$ cat src/design/epsts_pkg.sv
`timescale 1ns / 1ps
// Shared types and constants for the EEPROM page-split bus-command sequencer.
// No dependencies.
package epsts_pkg;

  localparam int unsigned PAGE_SIZE_DEF = 8;
  localparam int unsigned QUEUE_DEPTH = 4;
  localparam logic [19:0] WAIT_TICKS_RST = 20'd500000;
  localparam int unsigned MAX_CMDS = 7;

  typedef enum logic [2:0] {
    CMD_START   = 3'd0,
    CMD_SEND    = 3'd1,
    CMD_STOP    = 3'd2,
    CMD_WAIT    = 3'd3,
    CMD_RX_ACK  = 3'd4,
    CMD_RX_NACK = 3'd5,
    CMD_REJECT  = 3'd6
  } cmd_t;

  typedef enum logic [1:0] {
    JOB_REJECT = 2'd0,
    JOB_OPEN   = 2'd1,
    JOB_PAGE   = 2'd2,
    JOB_CONT   = 2'd3
  } job_kind_t;

  typedef struct packed {
    logic       operation;
    logic [6:0] device_address;
    logic [7:0] start_address;
    logic [7:0] data_byte;
    logic       final_byte;
  } in_item_t;

  typedef struct packed {
    cmd_t        command;
    logic [7:0]  byte_value;
    logic [19:0] wait_ticks;
    logic        last_of_run;
  } out_item_t;

  typedef struct packed {
    job_kind_t  kind;
    logic       op;
    logic [6:0] dev;
    logic [7:0] addr;
    logic [7:0] data;
    logic       fin;
  } job_t;

  typedef struct packed {
    cmd_t       command;
    logic [7:0] byte_value;
  } seq_ent_t;

endpackage

$ cat src/design/epsts_front.sv
`timescale 1ns / 1ps
// Front end: tracks the open transfer and classifies each accepted request into a job.
// Depends on epsts_pkg.
module epsts_front #(
  parameter int unsigned PAGE_SIZE = epsts_pkg::PAGE_SIZE_DEF
) (
  input  logic               clk,
  input  logic               rst_n,
  input  logic               accept,
  input  epsts_pkg::in_item_t item,
  output epsts_pkg::job_t    job
);
  import epsts_pkg::*;

  logic       open_r, open_nxt;
  logic       kind_r, kind_nxt;
  logic [7:0] next_address_r, next_address_nxt;
  logic [6:0] device_r, device_nxt;
  logic       boundary;

  always_comb begin
    boundary = 1'b0;
    for (int k = 0; k < 256; k++) begin
      if ((k % PAGE_SIZE) == 0 && next_address_r == 8'(k)) boundary = 1'b1;
    end
  end

  always_comb begin
    open_nxt         = open_r;
    kind_nxt         = kind_r;
    next_address_nxt = next_address_r;
    device_nxt       = device_r;
    job.op   = item.operation;
    job.data = item.data_byte;
    job.fin  = item.final_byte;
    job.dev  = device_r;
    job.addr = next_address_r;
    priority if (open_r && item.operation != kind_r) begin
      job.kind = JOB_REJECT;
    end else if (!open_r) begin
      job.kind         = JOB_OPEN;
      job.dev          = item.device_address;
      job.addr         = item.start_address;
      kind_nxt         = item.operation;
      device_nxt       = item.device_address;
      next_address_nxt = item.start_address + 8'd1;
      open_nxt         = !item.final_byte;
    end else begin
      job.kind         = (!item.operation && boundary) ? JOB_PAGE : JOB_CONT;
      next_address_nxt = next_address_r + 8'd1;
      open_nxt         = !item.final_byte;
    end
  end

  always_ff @(posedge clk) begin
    if (!rst_n) begin
      open_r         <= 1'b0;
      kind_r         <= 1'b0;
      next_address_r <= 8'd0;
      device_r       <= 7'd0;
    end else if (accept) begin
      open_r         <= open_nxt;
      kind_r         <= kind_nxt;
      next_address_r <= next_address_nxt;
      device_r       <= device_nxt;
    end
  end

endmodule

$ cat src/design/epsts_queue.sv
`timescale 1ns / 1ps
// Small job queue between front end and command sequencer.
// Depends on epsts_pkg.
module epsts_queue (
  input  logic            clk,
  input  logic            rst_n,
  input  logic            push,
  input  epsts_pkg::job_t push_job,
  output logic            full,
  input  logic            pop,
  output logic            head_valid,
  output epsts_pkg::job_t head_job
);
  import epsts_pkg::*;

  localparam int unsigned PW = $clog2(QUEUE_DEPTH);
  localparam int unsigned CW = $clog2(QUEUE_DEPTH + 1);

  job_t            mem_r [QUEUE_DEPTH];
  logic [PW-1:0]   wr_ptr_r, rd_ptr_r;
  logic [CW-1:0]   count_r;

  assign full       = (count_r == CW'(QUEUE_DEPTH));
  assign head_valid = (count_r != '0);
  assign head_job   = mem_r[rd_ptr_r];

  always_ff @(posedge clk) begin
    if (push) mem_r[wr_ptr_r] <= push_job;
  end

  always_ff @(posedge clk) begin
    if (!rst_n) begin
      wr_ptr_r <= '0;
      rd_ptr_r <= '0;
      count_r  <= '0;
    end else begin
      if (push) wr_ptr_r <= wr_ptr_r + PW'(1);
      if (pop)  rd_ptr_r <= rd_ptr_r + PW'(1);
      unique case ({push, pop})
        2'b10:   count_r <= count_r + CW'(1);
        2'b01:   count_r <= count_r - CW'(1);
        default: count_r <= count_r;
      endcase
    end
  end

  a_no_push_full: assert property (@(posedge clk) disable iff (!rst_n) full |-> !push)
    else $error("push into full queue");
  a_no_pop_empty: assert property (@(posedge clk) disable iff (!rst_n) !head_valid |-> !pop)
    else $error("pop from empty queue");
  a_count_range: assert property (@(posedge clk) disable iff (!rst_n)
    count_r <= CW'(QUEUE_DEPTH))
    else $error("queue count overflow");

endmodule

$ cat src/design/epsts_back.sv
`timescale 1ns / 1ps
// Back end: expands jobs into bus commands in the output register, one per cycle unless stalled.
// Depends on epsts_pkg.
module epsts_back (
  input  logic                 clk,
  input  logic                 rst_n,
  input  logic                 head_valid,
  input  epsts_pkg::job_t      head_job,
  output logic                 pop,
  input  logic [19:0]          wait_ticks,
  output logic                 out_valid,
  input  logic                 out_stall,
  output epsts_pkg::out_item_t out_item
);
  import epsts_pkg::*;

  seq_ent_t   seq [MAX_CMDS];
  logic [2:0] seq_len;
  logic [2:0] step_r;
  logic       out_valid_r;
  out_item_t  out_item_r;
  logic       emit, last_step;
  seq_ent_t   cur;

  always_comb begin
    logic [2:0] n;
    logic [7:0] dev_w;
    n = '0;
    dev_w = {head_job.dev, 1'b0};
    for (int i = 0; i < MAX_CMDS; i++) seq[i] = '{CMD_START, 8'h00};
    unique case (head_job.kind)
      JOB_REJECT: begin
        seq[n] = '{CMD_REJECT, 8'h00}; n = n + 3'd1;
      end
      JOB_OPEN: begin
        seq[n] = '{CMD_START, 8'h00};       n = n + 3'd1;
        seq[n] = '{CMD_SEND, dev_w};        n = n + 3'd1;
        seq[n] = '{CMD_SEND, head_job.addr}; n = n + 3'd1;
        if (head_job.op) begin
          seq[n] = '{CMD_START, 8'h00};             n = n + 3'd1;
          seq[n] = '{CMD_SEND, dev_w | 8'h01};      n = n + 3'd1;
        end
      end
      JOB_PAGE: begin
        seq[n] = '{CMD_STOP, 8'h00};        n = n + 3'd1;
        seq[n] = '{CMD_WAIT, 8'h00};        n = n + 3'd1;
        seq[n] = '{CMD_START, 8'h00};       n = n + 3'd1;
        seq[n] = '{CMD_SEND, dev_w};        n = n + 3'd1;
        seq[n] = '{CMD_SEND, head_job.addr}; n = n + 3'd1;
      end
      default: ;
    endcase
    if (head_job.kind != JOB_REJECT) begin
      if (!head_job.op)      seq[n] = '{CMD_SEND, head_job.data};
      else if (head_job.fin) seq[n] = '{CMD_RX_NACK, 8'h00};
      else                   seq[n] = '{CMD_RX_ACK, 8'h00};
      n = n + 3'd1;
      if (head_job.fin) begin
        seq[n] = '{CMD_STOP, 8'h00}; n = n + 3'd1;
      end
    end
    seq_len = n;
  end

  assign emit      = head_valid && (!out_valid_r || !out_stall);
  assign last_step = (step_r == seq_len - 3'd1);
  assign pop       = emit && last_step;
  assign cur       = seq[step_r];

  always_ff @(posedge clk) begin
    if (!rst_n) begin
      step_r      <= '0;
      out_valid_r <= 1'b0;
    end else begin
      if (emit) begin
        out_valid_r <= 1'b1;
        step_r      <= last_step ? 3'd0 : step_r + 3'd1;
      end else if (!out_stall) begin
        out_valid_r <= 1'b0;
      end
    end
  end

  always_ff @(posedge clk) begin
    if (emit) begin
      out_item_r.command     <= cur.command;
      out_item_r.byte_value  <= cur.byte_value;
      out_item_r.wait_ticks  <= (cur.command == CMD_WAIT) ? wait_ticks : 20'd0;
      out_item_r.last_of_run <= last_step;
    end
  end

  assign out_valid = out_valid_r;
  assign out_item  = out_item_r;

  a_step_in_range: assert property (@(posedge clk) disable iff (!rst_n)
    head_valid |-> step_r < seq_len)
    else $error("sequencer step beyond job length");
  a_reject_last: assert property (@(posedge clk) disable iff (!rst_n)
    out_valid_r && out_item_r.command == CMD_REJECT |-> out_item_r.last_of_run)
    else $error("reject not last of run");
  a_step_wraps: assert property (@(posedge clk) disable iff (!rst_n)
    pop |=> step_r == 3'd0)
    else $error("step not cleared after job");
  a_wait_nonzero_only: assert property (@(posedge clk) disable iff (!rst_n)
    out_valid_r && out_item_r.command != CMD_WAIT |-> out_item_r.wait_ticks == 20'd0)
    else $error("wait ticks on non-wait command");

endmodule

$ cat src/design/eeprom_page_split_transaction_sequencer_core.sv
`timescale 1ns / 1ps
// Top level of the EEPROM page-split bus-command sequencer.
// Depends on epsts_pkg, epsts_front, epsts_queue, epsts_back.
//
// Usage:
//   in_*  : one byte request per beat (write byte or read slot), valid/stall.
//   out_* : bus commands, one per beat, valid/stall; last_of_run marks the
//           final command of a request.
//   cfg_* : write-wait tick count, valid/ready, always ready; write it only
//           while no request is in flight.
// An accepted request is written into the job queue, and its first command
// is then registered into the output register before it is presented.
// Throughput: a request expands into 1 to 7 commands and the back-end
// sequencer emits one command per cycle while the output is not stalled.
// The front end and a four-entry job queue keep accepting requests while
// commands drain.
// Reset: no transfer open, wait ticks 500000, queue and output empty.
// A stalled receiver holds the output beat; the queue then fills and
// in_stall rises once it is full.
module eeprom_page_split_transaction_sequencer_core #(
  parameter int unsigned PAGE_SIZE = epsts_pkg::PAGE_SIZE_DEF
) (
  input  logic                 clk,
  input  logic                 rst_n,
  input  logic                 in_valid,
  output logic                 in_stall,
  input  epsts_pkg::in_item_t  in_item,
  output logic                 out_valid,
  input  logic                 out_stall,
  output epsts_pkg::out_item_t out_item,
  input  logic                 cfg_valid,
  output logic                 cfg_ready,
  input  logic [19:0]          cfg_wdata
);
  import epsts_pkg::*;

  logic [19:0] wait_ticks_r;
  logic        accept, full, pop, head_valid;
  job_t        job, head_job;

  assign cfg_ready = 1'b1;
  assign in_stall  = full;
  assign accept    = in_valid && !full;

  always_ff @(posedge clk) begin
    if (!rst_n) begin
      wait_ticks_r <= WAIT_TICKS_RST;
    end else if (cfg_valid && cfg_ready) begin
      wait_ticks_r <= cfg_wdata;
    end
  end

  epsts_front #(.PAGE_SIZE(PAGE_SIZE)) u_front (
    .clk    (clk),
    .rst_n  (rst_n),
    .accept (accept),
    .item   (in_item),
    .job    (job)
  );

  epsts_queue u_queue (
    .clk        (clk),
    .rst_n      (rst_n),
    .push       (accept),
    .push_job   (job),
    .full       (full),
    .pop        (pop),
    .head_valid (head_valid),
    .head_job   (head_job)
  );

  epsts_back u_back (
    .clk        (clk),
    .rst_n      (rst_n),
    .head_valid (head_valid),
    .head_job   (head_job),
    .pop        (pop),
    .wait_ticks (wait_ticks_r),
    .out_valid  (out_valid),
    .out_stall  (out_stall),
    .out_item   (out_item)
  );

endmodule
$ cat config.mk
export PLATFORM = sky130hd
export DESIGN_NAME = eeprom_page_split_transaction_sequencer_core
export DESIGN_NICKNAME = d
export VERILOG_FILES = /design/src/design/epsts_pkg.sv /design/src/design/epsts_front.sv /design/src/design/epsts_queue.sv /design/src/design/epsts_back.sv /design/src/design/eeprom_page_split_transaction_sequencer_core.sv
export SDC_FILE = /design/constraint.sdc
export NUM_CORES = 1
export LEC_CHECK = 0
export BUFFER_PORTS_ARGS = -buffer_cell sky130_fd_sc_hd__buf_2
export CORE_MARGIN = 5
export CORE_UTILIZATION = 40
export CTS_BUF_LIST = sky130_fd_sc_hd__clkbuf_8
export DETAILED_ROUTE_END_ITERATION = 8
export HOLD_SLACK_MARGIN = 0.02
export SYNTH_ARGS = -nofsm -noshare
export SYNTH_HDL_FRONTEND = slang
export SYNTH_SLANG_ARGS = --single-unit
export TNS_END_PERCENT = 30
$ cat constraint.sdc
create_clock -name clk -period 4.3 [get_ports clk]
set_clock_uncertainty 0.1 [all_clocks]
set_input_delay 1.29 -clock clk [delete_from_list [all_inputs] [get_ports clk]]
set_output_delay 1.29 -clock clk [all_outputs]
set_load 0.05 [all_outputs]
# After elaboration in Yosys (flattened, before gate mapping)
# Memories as Yosys holds them, arrays and structs flattened. A register that Yosys moved wholly into a read port is not among the register bits.
# Index checks and enable logic that the tools add are counted.
# word_totals
regBits	80
latch_bits	0
ram_bits	108
romBits	0
input_bits	50
mem_count	1
# classes
addsub	10
multipliers	0
div_mod_pow	0
n_lt_le_gt_ge	5
eq_ne	40
shift	0
muxes	66
bitwise_logic	14
n_reduce_logical	20
# mem_list
memory	depth	word_bits	read_ports	rd_clocked_by_memory_dff	wr	line	source
u_queue.mem_r	4	27	1	1	1	epsts_queue.sv:19	job_t mem_r [QUEUE_DEPTH];
# ops
op	count
$mux W77	5
$and A70 B70 Y70	2
$not A70 Y70	2
$eq A8 B8 Y1 const B	16
$pmux W43 S2	1
$bwmux W77	1
$demux W11 S3	2
$eq A8 B7 Y1 const B	8
$and A63 B63 Y63	1
$not A63 Y63	1
$mux W11	4
$mux W1	37
$bmux W11 S3	1
$eq A8 B6 Y1 const B	4
$mux W15	2
$pmux W11 S2	1
$add A8 B1 Y8 const B	2
$eq A8 B5 Y1 const B	2
$or A14 B14 Y14	1
$or A7 B7 Y7	2
$add A3 B1 Y3 const B	4
$ge A4 B4 Y1 const B	3
$mux W3	4
$not A3 Y4	3
other kinds (26)	46

# Longest topological paths before layout
# Gate-level depths: netlist of the first run.
# depth
ltp_word	37
ltp_mapped	19

# By module
# From an unflattened synthesis of the first run, not the netlist that was laid out.
# hier_totals
cells_unflattened	687
area_unflattened_um2	9047.4
# modules_own_cells
mod	n_inst	cells_per_inst	area_per_inst_um2	seq_area_each_um2
epsts_queue	1	187	4395.5	3423.3
epsts_back	1	315	2806.4	1041.0
epsts_front	1	118	1089.8	340.3
eeprom_page_split_transaction_sequencer_core	1	67	755.7	400.4

# Least setup slack after synthesis of the first run
# Ideal clock, no wire load.
# synth_path
path_kind	flip-flop to flip-flop
start	reg (tool-made name)
end	reg u_queue.count_r[2]
arrival_ps	4197
setup_slack_ps	-68
path_stages_with_launch	20
path_buffers	1
cell_sequence	dfxtp_1 > buf_4 > mux4_2 > inv_1 > ha_1 > nand2_1 > o22ai_1 > xnor2_1 > nor2_1 > a31oi_1 > ha_1 > xor2_1 > nand2_1 > a211oi_2 > ha_1 > inv_1 > fa_1 > xor2_1 > or3_1 > a21oi_1
# synth_rtl
item	line	source
end signal, assigned	epsts_queue.sv:40	2'b10: count_r <= count_r + CW'(1);
end signal, assigned	epsts_queue.sv:41	2'b01: count_r <= count_r - CW'(1);
end signal, assigned	epsts_queue.sv:42	default: count_r <= count_r;
end, declared	epsts_queue.sv:21	logic [CW-1:0] count_r;

==> results of run 1 <==
[worst paths after layout]
kind / to / startpoint
max: u_queue.count_r[2] / register
min: u_front.next_address_r[7] / u_front.next_address_r[7]
min reg2reg: u_front.next_address_r[7] / u_front.next_address_r[7]
max reg2reg: u_queue.count_r[2] / register
[synthesized netlist by cell type, drive strengths merged, types with 3 or more instances]
cell	instances
a211oi	3
a21o	3
a21oi	16
a221oi	8
a222oi	7
a2bb2oi	8
a31oi	4
a32oi	8
and2	8
buf	16
clkbuf	27
dfxtp	50
edfxtp	140
ha	16
inv	30
mux2	16
mux2i	36
mux4	27
nand2	32
nand2b	4
nand3	26
nand3b	3
nand4	3
nor2	40
nor2b	5
nor3	6
nor4	20
o21ai	6
o22ai	9
o31ai	8
or3	4
xnor2	10
xor2	4
[power groups by stage]
stage	clock, mW	sequential, mW	combinational (mW)
2_1_floorplan	0	3.12	1.49
3_3_place_gp	0	2.57	2.67
3_5_place_dp	0	2.59	2.71
4_1_cts	1.23	2.55	2.74
5_1_grt	1.31	2.58	2.99
6_report	1.19	2.54	2.79
[area by class of cell]
cell class                 instances  area [um2]  share of cell area
clock buffer                      18         248              0.0249
clock inverter                    14         171              0.0172
inverter                          31         116              0.0117
multi-input combinational        370        3240               0.325
sequential                       190        5210               0.523
tap                              280         350              0.0352
timing repair buffer             111         626              0.0628
[metal layers]
layer  global-route usage  part of all wire  up-vias
li1                     -                 -     2615
met1                0.206              0.43     2831
met2                0.267              0.51      162
met3               0.0396             0.054       18
met4               0.0401             0.011        0
met5                    0                 0        -
[kinds of logic after synthesis]
kind of cell,count (synthesis),synth area share
AOI/OAI and AO/OA,96,0.0854
xor gates and xnor gates,15,0.0166
adders and majority gates,17,0.0253
buffers and inverters,74,0.0364
DFF,190,0.597
muxes,79,0.132
other,1,0.000430
and+or+nand+nor,162,0.107
[stage by stage]
stage | power [mW] | instance area (um2)
after floorplan | 4.61 | 8730
after global placement | 5.24 | 9460
after detailed placement | 5.30 | 9460
after CTS | 6.52 | 9890
after global routing | 6.87 | 9960
final | 6.53 | 9960
[state kept, by name, summed over array words and instances, names as in the netlist, 2 cells and up, named ones only]
name / flops
u_queue.rd_ptr_r: 2
u_queue.count_r: 3
u_front.next_address_r: 8
wait_ticks_r: 20
u_queue.mem_r: 108
u_back.out_item: 32
u_back.step_r: 3
u_front.device_r: 7
u_queue.wr_ptr_r: 2
[timing repair]
item                       in CTS  in global routing
gates cloned                    0                  0
setup endpoints to repair       1                  1
buffers inserted                0                  7
pin swaps                       0                  5
resized for setup               1                  7
[worst max-delay path, stage by stage (launching register included)]
cell and delay (ns):
dfxtp_4 0.39, mux4_2 0.52, buf_4 0.18, ha_1 0.31, inv_1 0.20, xnor2_1 0.13
ha_1 0.24, xnor3_1 0.30, nand2_2 0.09, a211oi_4 0.32, ha_2 0.24, inv_1 0.05
fa_1 0.38, xor2_1 0.16, or3_1 0.32, a21oi_1 0.14
==> results.json, run 1 <==
{
  "synth_area_mm2": 0.00872,
  "antenna_found_initial": 0,
  "htreeDepth": 4,
  "place_inst": 975,
  "leakagePower_nw": 3.57,
  "end_kind": "register",
  "gp_congestion": 0.863,
  "status": "finished, final reports clean",
  "netlist_instances": 634,
  "ys.flop_type": "edfxtp_1",
  "fillers": 1945,
  "synth_edf_count": 140,
  "drtPass1Iterations": 5,
  "grt.total_usage": 0.158,
  "viasPerCell": 5.55,
  "synth_top_cell_by_area": "edfxtp_1",
  "timing.fmax_mhz": 243,
  "cts_tree": "yes",
  "internal_power_mw": 3.79,
  "hold_depth": 2,
  "portBuffers": 83,
  "grt_pass1_wl_um": 30600,
  "wire_per_inst_um": 19.1,
  "drt_wl_total_um": 19300,
  "syn-num-nets": 701,
  "drv_cap": 0,
  "layout_setup_ws_ns": 0.178,
  "synth_top_area_frac": 0.482,
  "row_count": 54,
  "fin_util": 0.461,
  "drive_gt1_frac": 0.302,
  "vias": 5626,
  "slew_viol_final": 0,
  "die_x_um": 158,
  "fin_crit_sh": 0.959,
  "drc": 0,
  "final_cells": 1014,
  "cp.arrival_ns": 4.42,
  "seq_power_share": 0.389,
  "critPathKind": "register to register",
  "setup_violations": 0,
  "synthDistinctLibCells": 67,
  "reg2reg_slack_ns": 0.18,
  "drt.antenna.violating_nets": 0,
  "final_cell_mix": "edfxtp_1 (140), buf_2 (83), dfxtp_1 (49)",
  "worst_slew_pin_slew_ns": 1.22,
  "start_util": 0.403,
  "yosys-top-cells-area": "edfxtp_1 (48%), dfxtp_1 (11%), mux4_2 (7.0%)",
  "antenna_cells": 0,
  "seq_area_frac_synth": 0.597,
  "pwr-share-clk": 0.183,
  "critical_path_required_ns": 4.59,
  "synthArstFlopShare": 0,
  "dieArea_mm2": 0.0249,
  "clock_latency_ns": 0.47,
  "clk_path_buf_depth": 2,
  "hold_viol": 0,
  "root_buffer": "clkbuf_8",
  "place_ws_ns": 0.0320,
  "share_comb_of_total_power": 0.428,
  "cp-start-kind": "register",
  "switchingPower_mw": 2.74,
  "hpwl_um": 13000,
  "core_area_mm2": 0.0216,
  "cts-hold-fix-buffers": 0,
  "ys_seq_elements": 190,
  "numCtsBuffers": 17,
  "final_common_cell": "edfxtp_1",
  "synthesis.yosys.warnings": 0,
  "grt.overflow.total": 0,
  "hp-class": "register to register",
  "postSynthAreaPerCell_um2": 13.8,
  "dr.first_iter.drc_count": 420,
  "fin_hold_ws_ns": 0.375,
  "slew_headroom": 0.187,
  "die_height_um": 158,
  "swShare": 0.419,
  "numClockSinks": 190,
  "p_per_area_mw_per_mm2": 655,
  "fin_tns_setup_ns": 0,
  "peakVddDrop_mv": 0.273,
  "area_growth_syn_to_layout_pct": 14.2,
  "clk_pin_slew_ns": 0.11,
  "io_pins": 85,
  "crit_fanout": 8,
  "grt_max_degree": 39,
  "min_period_ns": 4.12,
  "nNetsFinal": 788,
  "grt_pass1_vias": 5568,
  "r2r_cells": 15
}
(Power assumes the default switching activity.)
==> inputs of run 2 (changes only) <==
--- a/config.mk
+++ b/config.mk
@@ -5,6 +5,7 @@
 export SDC_FILE = /design/constraint.sdc
 export NUM_CORES = 1
 export LEC_CHECK = 0
+export ABC_AREA = 1
 export BUFFER_PORTS_ARGS = -buffer_cell sky130_fd_sc_hd__buf_2
 export CORE_MARGIN = 5
 export CORE_UTILIZATION = 40
==> constraint.sdc (replaced) <==
create_clock -name clk -period 4.2 [get_ports clk]
set_clock_uncertainty 0.1 [all_clocks]
set_input_delay 1.26 -clock clk [delete_from_list [all_inputs] [get_ports clk]]
set_output_delay 1.26 -clock clk [all_outputs]
set_load 0.05 [all_outputs]
==> results.json, run 2 <==
{
  "largest_register": "u_queue.mem_r",
  "grt_pass1_wl_um": 31400,
  "final_common_cell": "nand2_1",
  "crit_fanout": 17,
  "drc": 0,
  "drv_cap": 0,
  "r2r_cells": 21,
  "grt.total_usage": 0.162,
  "gp_congestion": 0.900,
  "hold_depth": 2,
  "slew_headroom": 0.487,
  "netlist_instances": 882,
  "dieArea_mm2": 0.0246,
  "peakVddDrop_mv": 0.298,
  "synth_area_mm2": 0.00864,
  "post_cts_buffers": 0,
  "timing.fmax_mhz": 257,
  "cts_tree": "yes",
  "grt_pass1_vias": 6121,
  "rsz0062_at_grt": "false",
  "place_ws_ns": 0.147,
  "critPathKind": "register to register",
  "synth_common_cells": "nand2_1 (158), edfxtp_1 (140), o21ai_0 (99)",
  "cp-start-kind": "register",
  "drt_wl_total_um": 19300,
  "dr.first_iter.drc_count": 418,
  "start_util": 0.408,
  "seq_area_frac_synth": 0.602,
  "core_area_mm2": 0.0212,
  "largest_reg_flops": 108,
  "critical_path_required_ns": 4.47,
  "ys_seq_elements": 190,
  "nNetsFinal": 1027,
  "drtPass1Iterations": 5,
  "row_count": 53,
  "clk_pin_slew_ns": 0.11,
  "p_per_area_mw_per_mm2": 704,
  "cp.arrival_ns": 4.16,
  "yosys-top-cells-area": "edfxtp_1 (49%), dfxtp_1 (12%), nand2_1 (6.9%)",
  "final_cell_mix": "nand2_1 (158), edfxtp_1 (140), o21ai_0 (99)",
  "leakagePower_nw": 3.86,
  "drive_gt1_frac": 0.191,
  "synth_top_area_frac": 0.487,
  "synthesis.yosys.warnings": 0,
  "clock_latency_ns": 0.47,
  "vias": 6248,
  "grt.overflow.total": 0,
  "hp-class": "register to register",
  "grt_max_degree": 38,
  "die_height_um": 157,
  "yosysMostFrequentCell": "nand2_1",
  "viasPerCell": 5.01,
  "antenna_cells": 0,
  "antenna_found_initial": 0,
  "hold_viol": 0,
  "root_buffer": "clkbuf_8",
  "setup_violations": 0,
  "layout_setup_ws_ns": 0.302,
  "min_period_ns": 3.90,
  "slew_viol_final": 0,
  "portBuffers": 83,
  "area_growth_syn_to_layout_pct": 12.9,
  "numClockSinks": 190,
  "worst_slew_pin_slew_ns": 0.761,
  "die_x_um": 157,
  "synth_top_cell_by_area": "edfxtp_1",
  "numCtsBuffers": 17,
  "synth_edf_count": 140,
  "synthDistinctLibCells": 39,
  "drt.antenna.violating_nets": 0,
  "io_pins": 85,
  "syn-num-nets": 949,
  "fin_tns_setup_ns": 0,
  "clk_path_buf_depth": 2,
  "end_kind": "register",
  "fin_crit_sh": 0.928,
  "hpwl_um": 13100,
  "synthArstFlopShare": 0,
  "postSynthAreaPerCell_um2": 9.80,
  "ys.flop_type": "edfxtp_1",
  "wire_per_inst_um": 15.4,
  "status": "finished, final reports clean",
  "htreeDepth": 4
}
run 2: cell types whose count changed in the layout (fill, tap and decap cells not counted), sizes merged, moves of 13 or more:
cell and delta:
mux2i -36, o22ai +13, nor4 -20, a21oi +42
nand2 +133, nand3 +21, o21ai +101, nor2 +66
inv +57, mux2 -16, mux4 -27
run 2: metal layers:
metal  share of wire  GRT usage
met2            0.47      0.257
met5               0          0
met3           0.052     0.0338
met4           0.014     0.0508
met1            0.46      0.223
run 2: kinds of logic (layout without fill, tap and decap cells):
group / Yosys count / in the layout / synth area share
simple gates: 332 / 332 / 0.170
compound gates: 206 / 206 / 0.128
flops: 190 / 190 / 0.602
buf+inv: 125 / 216 / 0.0617
fa+ha+maj: 17 / 17 / 0.0255
xor+xnor: 11 / 11 / 0.0112
other cells: 1 / 1 / 0.000434
run 2: repair_timing:
item | in CTS | in global routing
gates resized for setup | 0 | 3
endpoints found under the hold margin | 0 | 0
setup endpoints to repair | 0 | 1
hold buffers | 0 | 0
run 2: path summary, 6_finish.rpt:
check | from | endpoint | slack, ns
max | register | u_queue.count_r[2] | 0.30
min | u_front.device_r[0] | u_front.device_r[0] | 0.35
max reg2reg | register | u_queue.count_r[2] | 0.30
min reg2reg | u_front.device_r[0] | u_front.device_r[0] | 0.35
run 2: worst max-delay path, cell delays in order, from the launching register on:
cell and delay, ns:
dfxtp_2 0.39, inv_4 0.18, nand3_1 0.10, nand2_1 0.19, inv_1 0.13, ha_2 0.23
inv_1 0.18, nand3_2 0.14, a21o_1 0.20, ha_1 0.20, xnor2_1 0.13, xor2_1 0.14
nor2_1 0.13, nand3_2 0.14, nor2_4 0.15, ha_1 0.16, inv_1 0.06, fa_1 0.37
a21oi_1 0.14, o21ai_0 0.11, o21ai_0 0.15, a21oi_1 0.05
run 2: power breakdown:
part,switching (mW),internal (mW)
combinational,2.23,0.800
clock,0.740,0.515
sequential,0.126,2.46
total,3.10,3.78
run 2: layout make-up:
| type | instances | area (um2) |
|---|---|---|
| fillers | 2043 | 11400 |
| flip-flops and latches | 190 | 5210 |
| multi-input cells | 567 | 2930 |
| repair buffers | 99 | 536 |
| well taps | 275 | 344 |
| inverters | 85 | 322 |
| clock buffers | 17 | 234 |
| clock inverters | 15 | 185 |
run 2: per-stage QoR:
step	utilization	area, um2	cells	total power [mW]	hold slack, ns
finish	0.461	9760	1248	6.87	0.352
global route	0.461	9760	1248	7.36	0.375
CTS	0.461	9750	1248	6.94	0.353
detailed placement	0.441	9330	1216	5.67	0.338
global placement	0.441	9330	1216	5.66	0.334
floorplan	-	8650	882	4.91	0.325
==> inputs of run 3 (changes only) <==
--- a/config.mk
+++ b/config.mk
@@ -8,10 +8,11 @@
 export ABC_AREA = 1
 export BUFFER_PORTS_ARGS = -buffer_cell sky130_fd_sc_hd__buf_2
 export CORE_MARGIN = 5
-export CORE_UTILIZATION = 40
+export CORE_UTILIZATION = 61
 export CTS_BUF_LIST = sky130_fd_sc_hd__clkbuf_8
 export DETAILED_ROUTE_END_ITERATION = 8
 export HOLD_SLACK_MARGIN = 0.02
+export PLACE_DENSITY = 0.82
 export SYNTH_ARGS = -nofsm -noshare
 export SYNTH_HDL_FRONTEND = slang
 export SYNTH_SLANG_ARGS = --single-unit
==> results.json, run 3 (synthesized netlist as in run 2, its figures left out) <==
{
  "status": "finished, final reports clean",
  "drv_cap": 0,
  "grt_max_degree": 38,
  "share_comb_of_total_power": 0.440,
  "drive_gt1_frac": 0.193,
  "switchingPower_mw": 3.03,
  "wl_met3_um": 1430,
  "drc": 0,
  "place_inst": 1119,
  "viasPerCell": 5.64,
  "final_cell_mix": "nand2_1 (156), edfxtp_1 (140), o21ai_0 (99)",
  "route.met2.wl_um": 9170,
  "final_cells": 1151,
  "critical_path_required_ns": 4.46,
  "gp_congestion": 0.955,
  "rsz0062_at_grt": "false",
  "fin_hold_ws_ns": 0.350,
  "numCtsBuffers": 17,
  "grt_pass1_wl_um": 30800,
  "die_x_um": 129,
  "worst_slew_pin_slew_ns": 0.760,
  "p_per_area_mw_per_mm2": 714,
  "grt.overflow.total": 0,
  "crit_fanout": 11,
  "nNetsFinal": 1025,
  "area_growth_syn_to_layout_pct": 11.5,
  "dieArea_mm2": 0.0166,
  "cts-hold-fix-buffers": 0,
  "hpwl_um": 12600,
  "largest_reg_flops": 108,
  "numClockSinks": 190,
  "root_buffer": "clkbuf_8",
  "clock_latency_ns": 0.47,
  "wire_per_inst_um": 16.5,
  "cp-start-kind": "register",
  "clk_path_buf_depth": 2,
  "row_count": 43,
  "start_util": 0.622,
  "pwr-share-clk": 0.182,
  "htreeDepth": 4,
  "largest_register": "u_queue.mem_r",
  "antenna_cells": 0,
  "fin_crit_sh": 0.933,
  "cts_tree": "yes",
  "drtPass1Iterations": 5,
  "drt.antenna.violating_nets": 0,
  "slew_headroom": 0.491,
  "peakVddDrop_mv": 0.438,
  "seq_power_share": 0.378,
  "core_area_mm2": 0.0139,
  "grt_pass1_vias": 6322,
  "end_kind": "register",
  "final_common_cell": "nand2_1",
  "slew_viol_final": 0,
  "critPathKind": "register to register",
  "routed.top_layer": "met4",
  "internal_power_mw": 3.85,
  "antenna_found_initial": 0,
  "hp-class": "register to register",
  "min_period_ns": 3.92,
  "die_height_um": 129,
  "setup_violations": 0,
  "clk_pin_slew_ns": 0.09,
  "timing.fmax_mhz": 255,
  "cp.arrival_ns": 4.17,
  "met1_length_um": 8020,
  "io_pins": 85,
  "grt.total_usage": 0.236,
  "vias": 6495,
  "p_total_mw": 6.88,
  "portBuffers": 83,
  "fillers": 1047,
  "swShare": 0.441,
  "hold_viol": 0,
  "drt_wl_total_um": 19000,
  "dr.first_iter.drc_count": 783,
  "leakagePower_nw": 3.83
}
## run 3: cell types whose count changed in the layout (fill, tap and decap cells not counted), moves of 2 or more
cell,change
clkinv_8,-2
nand2_2,+2
clkinvlp_4,+4
ha_1,-2
ha_2,+2
inv_6,-2
buf_4,-2
bufinv_16,+2
inv_8,-3
nand2_1,-2
## run 3: final cells by class
class,count,area [um2],share of cell area
clock buffers,17,234,0.0243
clock inverters,15,183,0.0190
inverters,85,323,0.0335
multi-input cells,567,2940,0.305
flip-flops and latches,190,5210,0.541
well taps,180,225,0.0234
repair buffers,97,520,0.0540
## run 3: worst max-delay path, stage by stage (launching register included)
cell     delay, ns
dfxtp_2       0.38
inv_2         0.17
nand2_1       0.07
nand3_1       0.09
nand2_2       0.11
inv_1         0.15
ha_2          0.26
inv_1         0.13
nand3_2       0.12
nor2_2        0.06
a21o_1        0.16
ha_1          0.21
xnor2_1       0.14
xor2_1        0.15
nor2_1        0.13
nand3_2       0.14
nor2_4        0.15
ha_1          0.15
inv_1         0.07
fa_1          0.38
a21oi_1       0.16
o21ai_0       0.12
o21ai_0       0.15
a21oi_1       0.05
## run 3: per-layer routing
metal  GRT usage  vias up
met1       0.316     3026
met4      0.0840        0
met5           0        -
met2       0.379      276
li1            -     3160
met3      0.0565       33
## run 3: repair_timing
| action | CTS | global route |
|---|---|---|
| resized for setup | 1 | 7 |
| endpoints found under the setup margin | 1 | 1 |
| buffers inserted | 0 | 0 |
## run 3: through the flow
step | TNS (ns) | worst slack [ns] | cell area [um2] | util
2_1_floorplan | 0 | 0.00850 | 8650 | -
5_1_grt | 0 | 0.00574 | 9630 | 0.694
3_5_place_dp | -0.0214 | -0.0214 | 9200 | 0.663
4_1_cts | 0 | 0.0374 | 9620 | 0.693
3_3_place_gp | 0 | 0.202 | 9200 | 0.663
6_report | 0 | 0.282 | 9630 | 0.694
## run 3: path summary, 6_finish.rpt
kind | startpoint | to | slack, ns | cells past startpoint
hold / removal | u_front.device_r[1] | u_front.device_r[1] | 0.35 | 2
setup / recovery | register | u_queue.count_r[2] | 0.28 | 23
setup reg to reg | register | u_queue.count_r[2] | 0.28 | 23
hold reg to reg | u_front.device_r[1] | u_front.device_r[1] | 0.35 | 2
## run 3: power groups by stage
stage	registers [mW]	clock network, mW	logic, mW
detailed placement	2.64	0	2.97
global route	2.63	1.35	3.30
floorplan	3.17	0	1.74
CTS	2.60	1.26	2.99
global placement	2.62	0	2.94
finish	2.60	1.25	3.03
